### src/mbt_pkg.sv
// Shared types, constants and fixed-point helpers for the MLP trainer.
`default_nettype none
package mbt_pkg;
    localparam int ACC_W = 48;
    localparam logic [15:0] ONE_Q12 = 16'd4096;
    localparam logic [15:0] LR_RESET = 16'd6554;
    localparam logic [1:0] REG_LEARNING_RATE = 2'd0;
    localparam logic [1:0] REG_MOMENTUM_GAIN = 2'd1;

    typedef struct packed {
        logic       clr;
        logic       mac;
        logic       sig;
        logic       osum;
        logic       dh1;
        logic       dh2;
        logic       upd_out;
        logic       wr;
        logic [6:0] idx;
    } t_cell_ctl;

    function automatic logic signed [15:0] sat16(input logic signed [ACC_W-1:0] v);
        logic signed [15:0] r;
        if (v > 48'sd32767) begin
            r = 16'sh7fff;
        end else if (v < -48'sd32768) begin
            r = 16'sh8000;
        end else begin
            r = v[15:0];
        end
        return r;
    endfunction

    // Piecewise-linear sigmoid on a Q4.12 net taken from a Q24.24 accumulator.
    function automatic logic [12:0] sigm(input logic signed [ACC_W-1:0] acc);
        logic signed [15:0] x;
        logic [15:0]        a;
        logic [12:0]        y;
        x = sat16(acc >>> 12);
        a = x[15] ? (~x + 16'd1) : x;
        if (a >= 16'd20480) begin
            y = 13'd4096;
        end else if (a >= 16'd9728) begin
            y = 13'(a >> 5) + 13'd3456;
        end else if (a >= 16'd4096) begin
            y = 13'(a >> 3) + 13'd2560;
        end else begin
            y = 13'(a >> 2) + 13'd2048;
        end
        if (x[15]) begin
            y = 13'd4096 - y;
        end
        return y;
    endfunction
endpackage
`default_nettype wire

### src/mbt_adj.sv
// Three-stage weight update unit: gradient, scaled terms, saturated new weight.
`default_nettype none
module mbt_adj (
    input  wire logic               i_clk,
    input  wire logic signed [15:0] i_src,
    input  wire logic signed [15:0] i_delta,
    input  wire logic signed [15:0] i_w,
    input  wire logic signed [15:0] i_pc,
    input  wire logic [15:0]        i_lr,
    input  wire logic [15:0]        i_mg,
    output logic signed [15:0]      o_w,
    output logic signed [15:0]      o_ch
);
    import mbt_pkg::*;

    logic signed [31:0] prod_g;
    logic signed [36:0] prod_lr;
    logic signed [32:0] prod_mg;
    logic signed [19:0] r_g;
    logic signed [20:0] r_t1;
    logic signed [16:0] r_t2;
    logic signed [21:0] ch_sum;
    logic signed [16:0] w_sum;

    assign prod_g  = i_src * i_delta;
    assign prod_lr = r_g * $signed({1'b0, i_lr});
    assign prod_mg = $signed({1'b0, i_mg}) * i_pc;

    always_ff @(posedge i_clk) begin
        r_g  <= prod_g[31:12];
        r_t1 <= prod_lr[36:16];
        r_t2 <= prod_mg[32:16];
    end

    assign ch_sum = 22'(r_t1) + 22'(r_t2);
    assign o_ch   = sat16(48'(ch_sum));
    assign w_sum  = 17'(i_w) + 17'(o_ch);
    assign o_w    = sat16(48'(w_sum));
endmodule
`default_nettype wire

### config.mk
export PLATFORM = sky130hd
export DESIGN_NAME = mbt_adj
export DESIGN_NICKNAME = d
export VERILOG_FILES = /design/src/mbt_pkg.sv /design/src/mbt_adj.sv
export SDC_FILE = /design/constraint.sdc
export NUM_CORES = 2
export LEC_CHECK = 0
export BUFFER_PORTS_ARGS = -buffer_cell sky130_fd_sc_hd__buf_2
export CELL_PAD_IN_SITES_DETAIL_PLACEMENT = 1
export CELL_PAD_IN_SITES_GLOBAL_PLACEMENT = 1
export CORE_UTILIZATION = 51
export DETAILED_ROUTE_END_ITERATION = 7
export PLACE_DENSITY = 0.95
export REMOVE_ABC_BUFFERS = 1
export SYNTH_ARGS = -nofsm -noshare
export SYNTH_HDL_FRONTEND = slang
export SYNTH_SLANG_ARGS = --single-unit
### constraint.sdc
create_clock -name i_clk -period 7.7 [get_ports i_clk]
set_input_delay 1.155 -clock i_clk [delete_from_list [all_inputs] [get_ports i_clk]]
set_output_delay 1.155 -clock i_clk [all_outputs]
set_load 0.02 [all_outputs]
==> results.py <==
metrics = {
    "final_layout": {
        "drive_gt1_share_pct": 7.242,
        "nFillCells": 7080,
        "syn2layout_area_growth_pct": 7.245,
        "final_common_cell": "inv_1",
        "layout.core_utilization_pct": 55.42,
        "mostFrequentLayoutCells": "inv_1 (891), fa_1 (773), nand2_1 (511), ha_1 (325), and2_1 (315)",
        "nNetsFinal": 4798,
    },
    "global_routing": {
        "first_global_vias": 31479,
        "grt_pass1_wl_um": 179800,
        "grt_usage_pct": 37.80,
        "antenna_found_initial": 8,
        "grt_max_degree": 21,
        "grt_overflow": 0,
    },
    "logic_synthesis": {
        "ys_ff_latch": 58,
        "ys_seq_area_share_pct": 3.634,
        "netlist_instances": 3516,
        "async_flop_share_pct": 0,
        "synth_ff_type": "dfxtp_1",
        "synth_cell_types": 67,
        "avgSynthCellArea_sq_um": 9.087,
        "ys_warn_count": 0,
        "synth_edf_count": 0,
        "synth_area_sq_um": 31950,
    },
    "clocking": {
        "htree_levels": 3,
        "root_buffer": "clkbuf_16",
        "cts_sinks": 58,
        "insertion_delay_ns": 0.36,
        "cts_tree": "yes",
        "clk_pin_slew_ns": 0.07,
        "cts_inserted_buffers": 9,
        "cts_max_path_buffers": 2,
    },
    "floorplanning": {
        "die_w_um": 252.3,
        "placementRows": 91,
        "ios": 129,
        "start_util_pct": 51.67,
        "die_h_um": 252.3,
        "core_sq_um": 61830,
        "die_area_sq_um": 63650,
    },
    "sta": {
        "min_period_ns": 8.436,
        "relSlewSlack_pct": 31.02,
        "finalSetupViolCount": 19,
        "final-hold-violation-count": 0,
        "fmax_mhz": 118.5,
        "period_share_pct": 109.6,
        "worst_slew_pin_slew_ns": 1.024,
        "slew_viol_final": 0,
        "skew_ns": 0.01652,
        "setup_slack_ns": -0.7363,
        "hold_slack_ns": 1.839,
    },
    "critical_path": {
        "path_class": "reg -> out",
        "crit_slowest_cell": "o21ai_1",
        "critPathMostFrequentCell": "a21oi_1",
        "cp_top_family": "compound AO/OA/AOI/OAI gates",
        "critical_path.max_stage_delay_ns": 0.80,
        "cp-end-kind": "output pin",
        "worstPathMaxFanout": 7,
        "worstPathRequired_ns": 6.55,
        "cp.buffers_inverters": 2,
        "crit_arrival_ns": 7.28,
        "cp_cell_sequence": "ha_1 -> and3_1 -> and3_1 -> nor3_1 -> o21ai_2 -> a21oi_1 -> o21ai_1 -> nand2_1 -> o21ai_1 -> ha_1 -> o21ai_0 -> nand2b_1 -> a31oi_2 -> a21oi_1 -> a21o_1 -> a21oi_1 -> xnor2_2 -> nor2_4 -> buf_4 -> a21oi_1 -> buf_2",
        "start_kind": "flop",
        "r2r_slack_ns": 0.13,
    },
    "route": {
        "wl_met3_um": 13320,
        "drtIter0Drc": 2492,
        "ant_nets": 0,
        "via_count": 27096,
        "wl_per_cell_um": 28.48,
        "highest_layer": "met5",
        "wl_met2_um": 60620,
        "dr.pass1.iters": 5,
        "viasPerCell": 6.096,
        "met1_length_um": 39200,
        "post-route-drc-count": 0,
        "finalWirelength_um": 126600,
    },
    "run_status": {
        "status": "finished, violations left",
        "violations": "setup timing",
    },
    "worst_hold_path": {
        "hp-class": "reg -> reg",
    },
    "placement": {
        "port_buffers": 128,
        "place_hpwl_um": 93880,
        "gp_congestion": 0.9397,
    },
    "job": {
        "maxCapViolCount": 0,
    },
}
==> sequential cells by signal (all words and copies together), names as in the netlist <==
signal,flops
r_t1,21
r_g,20
r_t2,17
==> final timing paths <==
check,from,endpoint,cells after the start
worst min register to register,r_g[14],r_t1[0],7
worst min-delay path,r_g[14],r_t1[0],7
worst max register to register,r_g[16],r_t1[20],21
worst max-delay path,r_t2[16],o_w[5],21
==> routing by layer <==
metal	up-vias	global-route usage, %
met3	964	8.414
met5	-	0
li1	10479	-
met2	2039	65.66
met4	6	29.96
met1	13608	39.56
==> synthesized netlist by cell type, types with 4 or more instances <==
master	number	area (sq um)
o21ai_2	5	43.79
a21oi_2	6	52.55
o211ai_1	7	52.55
a21oi_1	75	375.4
xor2_1	25	219.0
dfxtp_1	58	1161
or3_1	6	37.54
o21ai_1	7	35.03
xnor2_1	69	604.3
nand2_1	512	1922
and2_1	315	1971
o21a_1	20	150.1
o21bai_1	6	45.04
a21o_1	38	285.3
a31oi_1	5	31.28
ha_1	326	4079
and4_1	4	35.03
nor2b_1	9	56.30
o31ai_1	4	30.03
and3_1	9	56.30
fa_1	775	15510
a211oi_1	8	60.06
inv_1	891	3344
nand3_1	12	60.06
nor2_1	66	247.7
nand4_1	6	37.54
nor3_1	22	110.1
clkbuf_1	115	431.7
nand2b_1	33	206.5
o21ai_0	28	140.1
==> tightest hold or removal path, stage by stage (launching register included) <==
cell and delay [ns]:
dfxtp_1 0.48, nand2_1 0.16, fa_1 0.41, inv_1 0.08
fa_1 0.21, fa_1 0.18, ha_1 0.16, xor2_1 0.09
==> through the flow <==
stage                     worst slack, ns  setup TNS, ns  cell area, sq um  instances
final                             -0.7363         -9.053             34260       4445
after global routing              -0.8338         -11.68             34250       4441
after CTS                         0.06169              0             33940       4423
after detailed placement          -0.2365         -1.096             33520       4406
after global placement             0.2532              0             33520       4406
after floorplan                    0.9601              0             31480       3396
==> logic make-up (layout without fill, tap and decap cells) <==
logic type | after synthesis | count (layout) | synth area share, %
compound gates | 244 | 244 | 5.244
xor+xnor | 94 | 94 | 2.577
fa+ha+maj | 1103 | 1103 | 61.39
buf+inv | 1011 | 1099 | 11.93
flops | 58 | 58 | 3.634
mux | 1 | 1 | 0.03524
other cells | 0 | 4 | 0
simple gates | 1005 | 1005 | 15.18
==> cell type report <==
| type | count | area, sq um | share of cell area [%] |
|---|---|---|---|
| Antenna cell | 4 | 10.01 | 0.02921 |
| Tap cell | 837 | 1047 | 3.057 |
| Clock inverter | 5 | 78.83 | 0.2301 |
| Multi-Input combinational cell | 2447 | 27200 | 79.39 |
| Sequential cell | 58 | 1161 | 3.389 |
| Timing Repair Buffer | 193 | 1180 | 3.444 |
| Inverter | 891 | 3344 | 9.761 |
| Clock buffer | 10 | 239.0 | 0.6975 |
==> timing repair <==
| action | in CTS | in global routing |
|---|---|---|
| hold buffers | 0 | 0 |
| pin swaps | 3 | 15 |
| gates resized for setup | 17 | 40 |
| setup buffers | 2 | 18 |
| endpoints found under the setup margin | 15 | 18 |
| gates cloned | 0 | 0 |
Power is not shown: default switching activity piles up to over one toggle a cycle in this logic, so the estimate is an artifact.
